$ cat src/sv/chd_pkg.sv
// ----------------------------------------------------------------------------
// chd_pkg
// Shared types, codes and helpers for the chunked body decoder.
// ----------------------------------------------------------------------------
`default_nettype none

package chd_pkg;

  // Default width of the chunk size accumulator and byte counter.
  localparam int unsigned SIZE_WIDTH = 32;

  // One hex digit carries log2(16) bits.
  localparam int unsigned HEX_DIGIT_BITS = 4;

  localparam logic [7:0] CHAR_CR = 8'h0D;
  localparam logic [7:0] CHAR_LF = 8'h0A;

  typedef enum logic [1:0] {
    ST_BYTE = 2'd0,
    ST_DONE = 2'd1,
    ST_OVF  = 2'd2
  } status_e;

  typedef enum logic [3:0] {
    PH_SIZE  = 4'b0001,
    PH_DATA  = 4'b0010,
    PH_TRAIL = 4'b0100,
    PH_HALT  = 4'b1000
  } phase_e;

  typedef struct packed {
    logic       valid;
    logic [7:0] out_byte;
    status_e    status;
  } result_t;

  typedef struct packed {
    logic                      is_hex;
    logic [HEX_DIGIT_BITS-1:0] value;
  } hex_t;

  function automatic hex_t hex_decode(input logic [7:0] c);
    hex_t h;
    h = '0;
    case (c) inside
      [8'h30:8'h39]: begin
        h.is_hex = 1'b1;
        h.value  = c[3:0];
      end
      [8'h41:8'h46], [8'h61:8'h66]: begin
        h.is_hex = 1'b1;
        h.value  = 4'(c[3:0] + 4'd9);
      end
      default: h = '0;
    endcase
    return h;
  endfunction

endpackage

`default_nettype wire

$ cat src/sv/chd_if.sv
// ----------------------------------------------------------------------------
// chd_in_if / chd_out_if
// Valid/ready stream interfaces for body bytes and decoded results.
// ----------------------------------------------------------------------------
`default_nettype none

interface chd_in_if;
  logic       valid;
  logic       ready;
  logic [7:0] body_byte;

  modport source (output valid, output body_byte, input ready);
  modport sink   (input valid, input body_byte, output ready);
  modport monitor (input valid, input body_byte, input ready);
endinterface

interface chd_out_if;
  logic       valid;
  logic       ready;
  logic [7:0] out_byte;
  logic [1:0] status;

  modport source (output valid, output out_byte, output status, input ready);
  modport sink   (input valid, input out_byte, input status, output ready);
  modport monitor (input valid, input out_byte, input status, input ready);
endinterface

`default_nettype wire

$ cat src/sv/chd_in_stage.sv
// ----------------------------------------------------------------------------
// chd_in_stage
// Input register: holds one body byte until the parser consumes it.
// ----------------------------------------------------------------------------
`default_nettype none

module chd_in_stage (
  input  wire logic  clk_i,
  input  wire logic  rst_ni,
  chd_in_if.sink     body_i,
  input  wire logic  advance_i,
  output logic       valid_o,
  output logic [7:0] byte_o
);

  logic       valid_q, valid_d;
  logic [7:0] byte_q;
  logic       take;

  assign body_i.ready = !valid_q || advance_i;
  assign take         = body_i.valid && body_i.ready;

  always_comb begin
    valid_d = valid_q;
    if (take) begin
      valid_d = 1'b1;
    end else if (advance_i) begin
      valid_d = 1'b0;
    end
  end

  always_ff @(posedge clk_i or negedge rst_ni) begin
    if (!rst_ni) begin
      valid_q <= 1'b0;
    end else begin
      valid_q <= valid_d;
    end
  end

  always_ff @(posedge clk_i) begin
    if (take) begin
      byte_q <= body_i.body_byte;
    end
  end

  assign valid_o = valid_q;
  assign byte_o  = byte_q;

endmodule

`default_nettype wire

$ cat src/sv/chd_parser.sv
// ----------------------------------------------------------------------------
// chd_parser
// Chunk framing state and the per-byte step; result is combinational.
// ----------------------------------------------------------------------------
`default_nettype none

module chd_parser #(
  parameter int unsigned SizeWidth = chd_pkg::SIZE_WIDTH
) (
  input  wire logic        clk_i,
  input  wire logic        rst_ni,
  input  wire logic        step_i,
  input  wire logic [7:0]  byte_i,
  output chd_pkg::result_t result_o
);

  localparam int unsigned DigitBits = chd_pkg::HEX_DIGIT_BITS;

  chd_pkg::phase_e      phase_q, phase_d;
  logic [SizeWidth-1:0] acc_q, acc_d;
  logic                 stopped_q, stopped_d;
  logic                 cr_q, cr_d;
  logic [SizeWidth-1:0] rem_q, rem_d;
  logic                 skip_q, skip_d;
  chd_pkg::hex_t        hex;

  assign hex = chd_pkg::hex_decode(byte_i);

  always_comb begin
    phase_d   = phase_q;
    acc_d     = acc_q;
    stopped_d = stopped_q;
    cr_d      = cr_q;
    rem_d     = rem_q;
    skip_d    = skip_q;
    result_o  = '0;

    unique case (phase_q)
      chd_pkg::PH_SIZE: begin
        if (cr_q && (byte_i == chd_pkg::CHAR_LF)) begin
          acc_d     = '0;
          stopped_d = 1'b0;
          cr_d      = 1'b0;
          if (acc_q == '0) begin
            phase_d         = chd_pkg::PH_HALT;
            result_o.valid  = 1'b1;
            result_o.status = chd_pkg::ST_DONE;
          end else begin
            rem_d   = acc_q;
            phase_d = chd_pkg::PH_DATA;
          end
        end else if (byte_i == chd_pkg::CHAR_CR) begin
          cr_d      = 1'b1;
          stopped_d = 1'b1;
        end else begin
          cr_d = 1'b0;
          if (!hex.is_hex) begin
            stopped_d = 1'b1;
          end else if (!stopped_q) begin
            // top digit must be clear before shifting in another one
            if (acc_q[SizeWidth-1 -: DigitBits] != '0) begin
              phase_d         = chd_pkg::PH_HALT;
              result_o.valid  = 1'b1;
              result_o.status = chd_pkg::ST_OVF;
            end else begin
              acc_d = {acc_q[SizeWidth-DigitBits-1:0], hex.value};
            end
          end
        end
      end
      chd_pkg::PH_DATA: begin
        rem_d = rem_q - SizeWidth'(1);
        if (rem_d == '0) begin
          phase_d = chd_pkg::PH_TRAIL;
          skip_d  = 1'b0;
        end
        result_o.valid    = 1'b1;
        result_o.out_byte = byte_i;
        result_o.status   = chd_pkg::ST_BYTE;
      end
      chd_pkg::PH_TRAIL: begin
        if (!skip_q) begin
          skip_d = 1'b1;
        end else begin
          skip_d    = 1'b0;
          phase_d   = chd_pkg::PH_SIZE;
          acc_d     = '0;
          stopped_d = 1'b0;
          cr_d      = 1'b0;
        end
      end
      chd_pkg::PH_HALT: begin
        phase_d = chd_pkg::PH_HALT;
      end
      default: begin
        phase_d = chd_pkg::PH_HALT;
      end
    endcase
  end

  always_ff @(posedge clk_i or negedge rst_ni) begin
    if (!rst_ni) begin
      phase_q   <= chd_pkg::PH_SIZE;
      acc_q     <= '0;
      stopped_q <= 1'b0;
      cr_q      <= 1'b0;
      rem_q     <= '0;
      skip_q    <= 1'b0;
    end else if (step_i) begin
      phase_q   <= phase_d;
      acc_q     <= acc_d;
      stopped_q <= stopped_d;
      cr_q      <= cr_d;
      rem_q     <= rem_d;
      skip_q    <= skip_d;
    end
  end

endmodule

`default_nettype wire

$ cat src/sv/chd_out_stage.sv
// ----------------------------------------------------------------------------
// chd_out_stage
// Result register driving the output stream.
// ----------------------------------------------------------------------------
`default_nettype none

module chd_out_stage (
  input  wire logic             clk_i,
  input  wire logic             rst_ni,
  input  wire logic             load_i,
  input  wire chd_pkg::result_t result_i,
  chd_out_if.source             result_o,
  output logic                  free_o
);

  logic       valid_q, valid_d;
  logic [7:0] byte_q;
  logic [1:0] status_q;

  assign free_o = !valid_q || result_o.ready;

  always_comb begin
    valid_d = valid_q;
    if (load_i) begin
      valid_d = result_i.valid;
    end else if (result_o.ready) begin
      valid_d = 1'b0;
    end
  end

  always_ff @(posedge clk_i or negedge rst_ni) begin
    if (!rst_ni) begin
      valid_q <= 1'b0;
    end else begin
      valid_q <= valid_d;
    end
  end

  always_ff @(posedge clk_i) begin
    if (load_i && result_i.valid) begin
      byte_q   <= result_i.out_byte;
      status_q <= result_i.status;
    end
  end

  assign result_o.valid    = valid_q;
  assign result_o.out_byte = byte_q;
  assign result_o.status   = status_q;

endmodule

`default_nettype wire

$ cat src/sv/http_chunked_body_decoder.sv
// ----------------------------------------------------------------------------
// http_chunked_body_decoder
// Deframes an HTTP chunked transfer body into its payload bytes.
// ----------------------------------------------------------------------------
// One body byte per cycle goes in while the output is not stalled; each byte
// passes through two registers (input register, then result register), and
// its result is registered as the byte leaves the input register, so the
// sustained rate is one byte per cycle. The chunk state machine updates in the same
// cycle a byte leaves the input register, which is what fixes that rate.
// Size lines are read up to CR LF; leading hex digits form the chunk size,
// anything after the first non-hex byte on the line is ignored. Data bytes
// come out with status 0, a zero size gives one status 1 item and an
// oversized chunk size gives one status 2 item; after either, all input is
// swallowed until reset. Size-line bytes and the two bytes after each chunk
// produce no item. Out_byte is zero on status items.
// ----------------------------------------------------------------------------
`default_nettype none

module http_chunked_body_decoder #(
  parameter int unsigned SizeWidth = chd_pkg::SIZE_WIDTH
) (
  input wire logic  clk_i,
  input wire logic  rst_ni,
  chd_in_if.sink    body_i,
  chd_out_if.source result_o
);

  logic             s1_valid;
  logic [7:0]       s1_byte;
  logic             out_free;
  logic             advance;   // byte leaves input register into the parser
  chd_pkg::result_t step_res;

  assign advance = s1_valid && out_free;

  chd_in_stage u_in (
    .clk_i     (clk_i),
    .rst_ni    (rst_ni),
    .body_i    (body_i),
    .advance_i (advance),
    .valid_o   (s1_valid),
    .byte_o    (s1_byte)
  );

  chd_parser #(
    .SizeWidth (SizeWidth)
  ) u_parser (
    .clk_i    (clk_i),
    .rst_ni   (rst_ni),
    .step_i   (advance),
    .byte_i   (s1_byte),
    .result_o (step_res)
  );

  // Loads on every advance; a byte with no result simply leaves it empty.
  chd_out_stage u_out (
    .clk_i    (clk_i),
    .rst_ni   (rst_ni),
    .load_i   (advance),
    .result_i (step_res),
    .result_o (result_o),
    .free_o   (out_free)
  );

endmodule

`default_nettype wire

$ cat src/flat_wrapper.sv
// flat-port wrapper written by rule: the top's interface ports become plain ports
module http_chunked_body_decoder_flat 
#(
  parameter int unsigned SizeWidth = chd_pkg::SIZE_WIDTH
)
  (clk_i, rst_ni, body_i_valid, body_i_body_byte, body_i_ready, result_o_valid, result_o_out_byte, result_o_status, result_o_ready);
  chd_in_if body_i_i ();
  chd_out_if result_o_i ();
  input wire logic clk_i;
  input wire logic rst_ni;
  input wire logic [$bits(body_i_i.valid)-1:0] body_i_valid;
  input wire logic [$bits(body_i_i.body_byte)-1:0] body_i_body_byte;
  output wire logic [$bits(body_i_i.ready)-1:0] body_i_ready;
  output wire logic [$bits(result_o_i.valid)-1:0] result_o_valid;
  output wire logic [$bits(result_o_i.out_byte)-1:0] result_o_out_byte;
  output wire logic [$bits(result_o_i.status)-1:0] result_o_status;
  input wire logic [$bits(result_o_i.ready)-1:0] result_o_ready;
  assign body_i_i.valid = body_i_valid;
  assign body_i_i.body_byte = body_i_body_byte;
  assign body_i_ready = body_i_i.ready;
  assign result_o_valid = result_o_i.valid;
  assign result_o_out_byte = result_o_i.out_byte;
  assign result_o_status = result_o_i.status;
  assign result_o_i.ready = result_o_ready;
  http_chunked_body_decoder #(.SizeWidth(SizeWidth)) u_core (.clk_i(clk_i), .rst_ni(rst_ni), .body_i(body_i_i), .result_o(result_o_i));
endmodule
$ cat config.mk
export PLATFORM = sky130hd
export DESIGN_NAME = http_chunked_body_decoder_flat
export DESIGN_NICKNAME = d
export VERILOG_FILES = /design/src/sv/chd_pkg.sv /design/src/sv/chd_if.sv /design/src/sv/chd_in_stage.sv /design/src/sv/chd_parser.sv /design/src/sv/chd_out_stage.sv /design/src/sv/http_chunked_body_decoder.sv /design/src/flat_wrapper.sv
export SDC_FILE = /design/constraint.sdc
export NUM_CORES = 1
export LEC_CHECK = 0
export BUFFER_PORTS_ARGS = -buffer_cell sky130_fd_sc_hd__buf_2
export CORE_ASPECT_RATIO = 1.2
export CORE_MARGIN = 8
export CORE_UTILIZATION = 55
export CTS_BUF_LIST = sky130_fd_sc_hd__clkbuf_2
export DETAILED_ROUTE_END_ITERATION = 16
export GPL_TIMING_DRIVEN = 0
export PLACE_DENSITY = 0.85
export SLEW_MARGIN = 20
export SYNTH_ARGS = -nofsm -noshare
export SYNTH_HDL_FRONTEND = slang
export SYNTH_SLANG_ARGS = --single-unit
$ cat constraint.sdc
create_clock -name clk_i -period 2.4 [get_ports clk_i]
set_input_delay 0.12 -clock clk_i [delete_from_list [all_inputs] [get_ports clk_i]]
set_output_delay 0.12 -clock clk_i [all_outputs]
set_load 0.02 [all_outputs]
==> results.yml, run 1 <==
timing:
  skew_ns: 0.03037
  fmax_mhz: 348.2
  report.final.slew_viol_count: 0
  timing.final.ws_setup_ns: -0.4722
  fin_crit_ns: 2.872
  period_share_pct: 119.7
  rsz0062_at_grt: "yes"
  finalHoldViolations: 0
  fin_tns_setup_ns: -7.837
  slew_headroom_pct: 53.29
  tightest_slew_ns: 0.6953
  setup_viol: 69
logic_synthesis:
  syn_avg_cell_area_um2: 9.651
  ys_seq_area_share_pct: 48.79
  ys_ff_latch: 91
  synth_edf_count: 18
  syn_nets: 521
  synthCells: 503
  syn_area_mm2: 0.004855
  ys.flop_type: "dfrtp_1"
  yosys_warnings: 0
  async_flop_share_pct: 80.22
  synth.distinct_cells: 65
grt:
  antenna_found_initial: 0
  groute.usage.overall_pct: 25.00
  first_global_vias: 4673
  overflow: 0
  grt_max_degree: 61
  grt_pass1_wl_mm: 23.83
setup_path:
  worstPathRequired_ns: 2.94
  critPathMaxStageDelay_ns: 0.52
  path_cells: "nor4_4 -> buf_4 -> nand4b_2 -> or3_1 -> buf_2 -> o31a_1 -> a2111oi_4 -> nand2_1 -> a31o_1"
  endpoint_kind: "flop"
  crit_slowest_cell: "dfrtp_2"
  rr_worst_depth: 9
  cp_max_fo: 6
  reg2reg_from: "u_core.u_parser.rem_q[6]"
  crit_arrival_ns: 3.41
  reg2reg_slack_ns: -0.47
  critical_path_class: "flop to flop"
  worstReg2RegEnd: "u_core.u_parser.skip_q"
  crit_path_start_kind: "flop"
run_status:
  violations: "setup timing"
  status: "finished, violations left"
route:
  drtIter0Drc: 626
  ant_nets: 0
  vias_per_cell: 7.049
  dr_total_vias: 5174
  wirelength_mm: 18.31
  wl_per_cell_um: 24.94
  drcViolationCount: 0
  drt-pass1-iter-count: 8
worst_hold_path:
  holdCritPathClass: "input pin to async pin"
pwr:
  vdd_drop_max_mv: 0.3999
  intPower_uw: 1803
  p_total_uw: 2469
  pwr-share-clk_pct: 27.9
  powerDensity_mw_per_mm2: 376.3
  power.switching_uw: 665.6
  power_leakage_uw: 0.002706
  combPwrFrac_pct: 7.1
  switching_share_pct: 26.96
  p_seq_share_pct: 65.0
cells_and_area:
  area_growth_pct: 35.13
  layout-drive-gt1-share_pct: 36.30
  nNetsFinal: 630
  antenna_cells: 0
  fin_cells: 734
clock_network:
  clk_pin_slew_ns: 0.25
  cts_sinks: 91
  clock_path_buffers: 2
  cts_buffers: 9
  cts_root_buf: "clkbuf_2"
  clock_latency_ns: 0.62
  cts_tree: "yes"
  htree_levels: 3
placement:
  io_buffers: 23
  dp_cells: 644
  dpl.hpwl_mm: 9.528
  globalplace.congestion: 0.9988
floorplanning:
  io_pins: 24
  core-area_mm2: 0.008564
  start_util_pct: 56.68
  die-area_mm2: 0.01210
  die_w_um: 101.8
  die_y_um: 118.9
  rows: 37
run:
  drv_cap: 0
per-stage QoR:
| stage | util [%] | worst slack [ns] | hold slack, ns | instance area [um^2] |
|---|---|---|---|---|
| global route | 76.60 | -0.5224 | 0.05856 | 6560 |
| detailed placement | 60.31 | -0.5529 | -0.006844 | 5165 |
| finish | 76.60 | -0.4722 | 0.03309 | 6560 |
| floorplan | - | -0.1213 | -0.1756 | 4873 |
| CTS | 68.04 | -0.3566 | 0.05933 | 5827 |
| global placement | 59.96 | -0.5089 | 0.2976 | 5135 |
registers in the layout (all words and copies together), names as in the netlist:
register                        cells
u_core.u_parser.acc_q              32
u_core.u_out.result_o.out_byte      8
u_core.u_out.result_o.status        2
u_core.u_in.valid_o                 1
u_core.u_parser.skip_q              1
u_core.u_parser.phase_q             4
u_core.u_in.byte_o                  8
u_core.u_parser.rem_q              32
u_core.u_parser.cr_q                1
u_core.u_parser.stopped_q           1
u_core.u_out.result_o.valid         1
power by group through the flow:
stage | logic, uW | clock network, uW | registers (uW)
2_1_floorplan | 34.8 | 0 | 1620
3_3_place_gp | 73.3 | 0 | 1630
3_5_place_dp | 82.1 | 0 | 1630
4_1_cts | 118 | 659 | 1600
5_1_grt | 187 | 727 | 1610
6_report | 176 | 688 | 1610
routing by layer:
layer  wire length [um]  vias to the layer above  GRT usage, %
li1                   -                     2125             -
met1               5931                     2435         28.80
met2               8921                      474         41.17
met3               2029                      140         5.420
met4               1422                        0         15.22
met5                  0                        -             0
critical path, delay by kind of cell (launching register included):
family | cells | cell delay, ns
flops | 1 | 0.52
compound gates | 3 | 0.94
buf+inv | 2 | 0.36
simple gates | 4 | 0.99
worst max-delay path by stage:
stage	from	end	slack, ns	cells after the start
2_1_floorplan	u_core.u_parser.rem_q[14]	u_core.u_parser.skip_q	-0.12	8
3_3_place_gp	u_core.u_parser.rem_q[0]	u_core.u_parser.skip_q	-0.51	10
3_5_place_dp	u_core.u_parser.rem_q[0]	u_core.u_parser.skip_q	-0.55	10
4_1_cts	u_core.u_parser.rem_q[0]	u_core.u_parser.skip_q	-0.36	9
5_1_grt	u_core.u_parser.rem_q[6]	u_core.u_parser.skip_q	-0.52	9
6_report	u_core.u_parser.rem_q[6]	u_core.u_parser.skip_q	-0.47	9
cell usage after synthesis, types with 3 or more instances:
cell	instances	area, um^2
o21ai_1	3	15.01
ha_1	6	75.07
or4_1	4	30.03
xnor2_1	3	26.28
buf_2	3	15.01
a21oi_1	50	250.2
or3_1	6	37.54
clkbuf_1	22	82.58
nand2_1	47	176.4
nor3_1	17	85.08
edfxtp_1	18	540.5
o2bb2ai_1	5	43.79
nand4_1	9	56.30
a22o_1	35	306.5
nor2_1	32	120.1
a21o_1	4	30.03
o21ai_0	44	220.2
inv_1	9	33.78
and2_1	8	50.05
nor4_4	3	63.81
nor4_1	13	81.33
nand3_1	16	80.08
o21bai_1	3	22.52
a22oi_1	5	37.54
o31ai_1	3	22.52
o22ai_1	6	37.54
nor2b_1	3	18.77
dfrtp_1	72	1802
nand3b_1	3	22.52
nand2b_1	9	56.30
or2_2	3	18.77
what timing repair did:
item | 4_1_cts | 5_1_grt
cloned | 0 | 7
resized for setup | 58 | 131
hold buffers | 13 | 0
buffers inserted | 32 | 23
endpoints found under the hold margin | 83 | 0
setup endpoints to repair | 79 | 79
pin swaps | 18 | 33
area by class of cell:
class	count	area, um^2
multi-input combinational	375	2793
fill	484	2004
sequential	91	2381
inverter	9	33.78
clock inverter	7	45.04
clock buffer	9	45.04
tap	117	146.4
buffer	29	262.8
timing repair buffer	97	853.3
placed cells by master, fill, tap and decap left out, drive strengths merged, types with 4 or more instances in the layout:
| cell type | instances |
|---|---|
| a21oi | 52 |
| nand2 | 47 |
| inv | 9 |
| and2 | 8 |
| dlygate4sd3 | 13 |
| nor4 | 17 |
| o21ai | 47 |
| a21o | 6 |
| nor3 | 17 |
| ha | 6 |
| a22o | 35 |
| dfrtp | 72 |
| buf | 98 |
| or3 | 6 |
| clkbuf | 24 |
| o22ai | 6 |
| o2bb2ai | 5 |
| or4 | 5 |
| nand4 | 10 |
| a22oi | 5 |
| nand3 | 16 |
| clkinv | 4 |
| nor2 | 32 |
| nand2b | 9 |
| edfxtp | 18 |
cell families after synthesis:
logic type	share of synthesized area, %
AND/OR/NAND/NOR	22.22
buffers and inverters	3.556
multiplexers	0.2319
XOR/XNOR	0.7218
AO/OA/AOI/OAI	22.94
flip-flops	48.79
adder cells (fa/ha/maj)	1.546
Power figures use the tool's default switching activity.
==> run 2: changes to the inputs <==
- CORE_UTILIZATION: 55 -> 57
- PLACE_DENSITY: 0.85 -> 0.84
==> run 2 against run 1 <==
Against the previous run: wire length rose by 0.30%; sequential share of layout area fell by 0.25 points; via count rose by 0.52%; count of clock-buffer cells in the layout did not move; the flow still finishes with violations (setup timing); critical path type unchanged; final cell count fell by 0.27%; critical endpoint unchanged; clock power rose by 34%; sequential power barely moved; die area fell by 3.0%; worst setup slack improved by 0.070 ns; register-to-register slack improved by 0.07 ns.
==> results.yml, run 2 (synthesized netlist as in run 1, its figures left out) <==
setup_path:
  endpoint_kind: "flop"
  crit_arrival_ns: 3.33
  cp.buffers_inverters: 2
  critical_path_class: "flop to flop"
  worstPathRequired_ns: 2.93
  path_cells: "nor4_4 -> buf_6 -> buf_4 -> nand4_1 -> or4_1 -> o31a_1 -> a2111oi_4 -> nand2_1 -> a31o_1"
  critPathMaxStageDelay_ns: 0.59
  crit_path_start_kind: "flop"
  crit_slowest_cell: "dfrtp_1"
  crit_family: "simple AND/OR/NAND/NOR gates"
  cp_max_fo: 8
pwr:
  power_leakage_uw: 0.002759
  vdd_drop_max_mv: 0.4188
  pwr-share-clk_pct: 34.4
  powerDensity_mw_per_mm2: 405.3
  p_seq_share_pct: 60.0
  switching_share_pct: 25.26
  combPwrFrac_pct: 5.6
  power.switching_uw: 676.0
  intPower_uw: 2000
grt:
  first_global_vias: 4560
  grt_pass1_wl_mm: 23.89
  grt_max_degree: 60
  antenna_found_initial: 2
  groute.usage.overall_pct: 26.58
  overflow: 0
clock_network:
  cts_tree: "yes"
  cts_sinks: 91
  htree_levels: 3
  cts_root_buf: "clkbuf_2"
  cts_buffers: 9
  clk_pin_slew_ns: 0.26
  clock_latency_ns: 0.60
  clock_path_buffers: 2
cells_and_area:
  most-common-layout-cells: "dfrtp_1 (63), nand2_1 (42), buf_4 (40)"
  area_growth_pct: 36.01
  nNetsFinal: 627
  largestRegisters: "u_core.u_parser.acc_q (32), u_core.u_parser.rem_q (32)"
  fin_util_pct: 78.36
  final_common_cell: "dfrtp_1"
  layout-drive-gt1-share_pct: 35.50
  fin_cells: 732
floorplanning:
  core-area_mm2: 0.008426
  die_w_um: 100.2
  io_pins: 24
  rows: 37
  die-area_mm2: 0.01174
  die_y_um: 117.1
  start_util_pct: 57.62
placement:
  io_buffers: 23
  globalplace.congestion: 0.9545
  post-place-ws_ns: -0.5598
  dpl.hpwl_mm: 9.511
  dp_cells: 644
run_status:
  status: "finished, violations left"
  violations: "setup timing"
route:
  dr_total_vias: 5201
  drcViolationCount: 0
  vias_per_cell: 7.105
  wl_per_cell_um: 25.08
  drtIter0Drc: 715
  ant_nets: 0
  wirelength_mm: 18.36
  drt-pass1-iter-count: 6
timing:
  period_share_pct: 116.8
  slew_headroom_pct: 48.09
  fin_crit_ns: 2.802
  report.final.slew_viol_count: 0
  setup_viol: 79
  skew_ns: 0.02236
  fin_tns_setup_ns: -8.960
  finalHoldViolations: 0
  rsz0062_at_grt: "yes"
  fmax_mhz: 356.8
  timing.final.ws_setup_ns: -0.4025
  tightest_slew_ns: 0.7786
worst_hold_path:
  holdCritPathClass: "input pin to async pin"
run:
  drv_cap: 0
==> run 2: cell count changes in the layout (fill, tap and decap cells not counted), sizes merged <==
cell      delta
a21oi        -1
buf          -2
diode        +1
clkinvlp     -1
bufinv       +2
clkinv       -1
==> run 2: worst min-delay path, cell delays in order <==
cell,delay [ns]
dlygate4sd3_1,0.52
buf_4,0.14
buf_16,0.27
==> run 2: repair_timing <==
action / CTS / global route
hold endpoints to repair: 83 / 0
endpoints found under the setup margin: 79 / 79
setup buffers: 32 / 21
pin swaps: 15 / 37
hold buffers: 13 / 0
resized for setup: 51 / 146
gates cloned: 0 / 10
==> run 2: area by class of cell <==
type	instances	area [um^2]
multi-input cells	374	2771
flip-flops and latches	91	2380
fillers	475	1823
repair buffers	97	899.6
plain buffers	27	231.5
well taps	117	146.4
clock inverters	7	92.59
clock buffers	9	45.04
inverters	9	33.78
diodes	1	2.502
==> run 2: metal layers <==
metal  GRT usage [%]  routed length, um
met5               0                 13
met4           14.04               1435
met3           5.148               1943
met2           46.48               8857
met1           30.24               6111
==> run 2: power groups by stage <==
stage	clock network, uW	registers, uW	logic [uW]
after floorplan	0	1620	34.8
after global placement	0	1630	73.9
after detailed placement	0	1630	83.5
after CTS	883	1600	120
after global routing	958	1610	163
final	920	1610	150
==> run 2: final timing paths <==
kind / from / end / cells past startpoint / slack, ns
max in group asynchronous: rst_ni / u_core.u_parser.rem_q[6] / 3 / 1.27
worst min-delay path: rst_ni / u_core.u_parser.acc_q[2] / 3 / 0.03
worst max-delay path: u_core.u_parser.rem_q[2] / u_core.u_parser.skip_q / 9 / -0.40
worst min register to register: u_core.u_parser.cr_q / u_core.u_parser.cr_q / 2 / 0.58
min in group clk_i: body_i_body_byte[4] / u_core.u_in.byte_o[4] / 2 / 0.22
worst max register to register: u_core.u_parser.rem_q[2] / u_core.u_parser.skip_q / 9 / -0.40
==> run 2: through the flow <==
stage,total power (uW),cell area [um^2],hold WS [ns]
after floorplan,1660,4873,-0.1756
after global placement,1700,5135,0.2968
after detailed placement,1710,5165,0.007320
after CTS,2601,5861,0.04930
after global routing,2729,6603,0.05282
final,2676,6603,0.02612
==> run 3: changes to the inputs <==
- SKIP_CTS_REPAIR_TIMING: default -> 1
==> run 3 against run 2 <==
Against the previous run: the run still ends with setup timing left; worst setup slack lost 0.12 ns; hold slack lost 0.0013 ns; non-clock buffer count shrank 27; first-iteration DRC count shrank 20%; core utilization shrank 4.9 points; clock skew grew 0.023 ns; sequential share of layout area grew 2.2 points; wire length shrank 13%; global-route usage shrank 3.3 points; design area shrank 6.2%; critical endpoint unchanged; largest power group unchanged; highest routed layer is now met4.
==> results.yml, run 3 (synthesized netlist as in run 1, its figures left out) <==
run_status:
  status: "finished, violations left"
  violations: "setup timing"
pwr:
  p_seq_share_pct: 60.8
  switching_share_pct: 24.36
  power.switching_uw: 641.6
  vdd_drop_max_mv: 0.4871
  intPower_uw: 1992
  combPwrFrac_pct: 5.1
  powerDensity_mw_per_mm2: 425.4
  pwr-share-clk_pct: 34.0
  power_leakage_uw: 0.002559
grt:
  grt_pass1_wl_mm: 21.08
  grt_max_degree: 60
  groute.usage.overall_pct: 23.31
  overflow: 0
  antenna_found_initial: 1
  first_global_vias: 4067
floorplanning:
  io_pins: 24
  rows: 37
  die-area_mm2: 0.01174
  die_y_um: 117.1
  die_w_um: 100.2
  start_util_pct: 57.62
  core-area_mm2: 0.008426
route:
  dr_total_vias: 4863
  wirelength_mm: 15.90
  drt-pass1-iter-count: 6
  wl_per_cell_um: 22.52
  vias_per_cell: 6.888
  drtIter0Drc: 570
  drcViolationCount: 0
  ant_nets: 0
clock_network:
  cts_buffers: 9
  clock_path_buffers: 2
  cts_tree: "yes"
  htree_levels: 3
  clk_pin_slew_ns: 0.28
  cts_root_buf: "clkbuf_2"
  clock_latency_ns: 0.59
  cts_sinks: 91
cells_and_area:
  layout-drive-gt1-share_pct: 28.06
  final_common_cell: "dfrtp_1"
  fin_area_mm2: 0.006192
  area_growth_pct: 27.55
  most-common-layout-cells: "dfrtp_1 (70), nand2_1 (44), a22o_1 (35)"
  largestRegisters: "u_core.u_parser.acc_q (32), u_core.u_parser.rem_q (32)"
  fin_util_pct: 73.49
  nNetsFinal: 601
setup_path:
  reg2reg_slack_ns: -0.52
  cp_max_fo: 10
  critical_path_class: "flop to flop"
  crit_path_start_kind: "flop"
  worstPathRequired_ns: 2.89
  endpoint_kind: "flop"
  crit_arrival_ns: 3.41
timing:
  finalHoldViolations: 0
  slew_headroom_pct: 53.83
  setup_viol: 49
  report.final.slew_viol_count: 0
  period_share_pct: 121.9
  fin_crit_ns: 2.925
  tightest_slew_ns: 0.6903
  timing.final.ws_setup_ns: -0.5248
  rsz0062_at_grt: "yes"
  fmax_mhz: 341.9
  skew_ns: 0.04555
  holdWs_ns: 0.02479
placement:
  io_buffers: 23
  place_area_mm2: 0.005165
  dpl.hpwl_mm: 9.511
  post-place-ws_ns: -0.5598
  globalplace.congestion: 0.9545
run:
  drv_cap: 0
worst_hold_path:
  holdCritPathClass: "input pin to async pin"
==> run 3: layout make-up <==
type / instances / area [um^2]
inverters: 9 / 36.28
well taps: 117 / 146.4
fillers: 550 / 2233
repair buffers: 67 / 591.8
multi-input cells: 375 / 2674
flip-flops and latches: 91 / 2371
clock inverters: 7 / 92.59
plain buffers: 30 / 232.7
clock buffers: 9 / 45.04
diodes: 1 / 2.502
==> run 3: metrics by stage <==
stage          instances  total power (uW)  TNS (ns)
6_report             706              2634    -3.349
3_5_place_dp         644              1710    -30.91
3_3_place_gp         643              1700    -26.94
2_1_floorplan        503              1660   -0.1576
5_1_grt              706              2694    -9.869
4_1_cts              660              2567    -32.78
==> run 3: worst max-delay path: stages (launching register included) <==
cell	delay, ns
dfrtp_1	0.51
nor4_4	0.34
buf_4	0.23
and4b_2	0.33
nand3b_1	0.16
a2111o_1	0.47
a2111oi_4	0.42
nand2_1	0.15
a31o_1	0.20
==> run 3: worst paths after layout <==
path                                                from                         to  cells after the start
worst max-delay path            u_core.u_parser.rem_q[5]     u_core.u_parser.skip_q                      8
worst min-delay path                              rst_ni   u_core.u_parser.rem_q[1]                      3
worst max register to register  u_core.u_parser.rem_q[5]     u_core.u_parser.skip_q                      8
worst min register to register      u_core.u_parser.cr_q       u_core.u_parser.cr_q                      2
max in group asynchronous                         rst_ni  u_core.u_parser.rem_q[10]                      3
min in group clk_i                   body_i_body_byte[5]      u_core.u_in.byte_o[5]                      2
==> run 3: power groups by stage <==
| stage | registers [uW] | logic, uW | clock network [uW] |
|---|---|---|---|
| 6_report | 1600 | 136 | 896 |
| 5_1_grt | 1600 | 148 | 942 |
| 3_3_place_gp | 1630 | 73.9 | 0 |
| 4_1_cts | 1600 | 83.8 | 883 |
| 2_1_floorplan | 1620 | 34.8 | 0 |
| 3_5_place_dp | 1630 | 83.5 | 0 |
==> run 3: per-layer routing <==
layer | global-route usage [%] | share of wire, % | vias up
li1 | - | - | 2087
met1 | 27.76 | 35 | 2321
met2 | 40.16 | 49 | 356
met3 | 4.142 | 9.5 | 99
met4 | 11.01 | 6.0 | 0
met5 | 0 | 0 | -
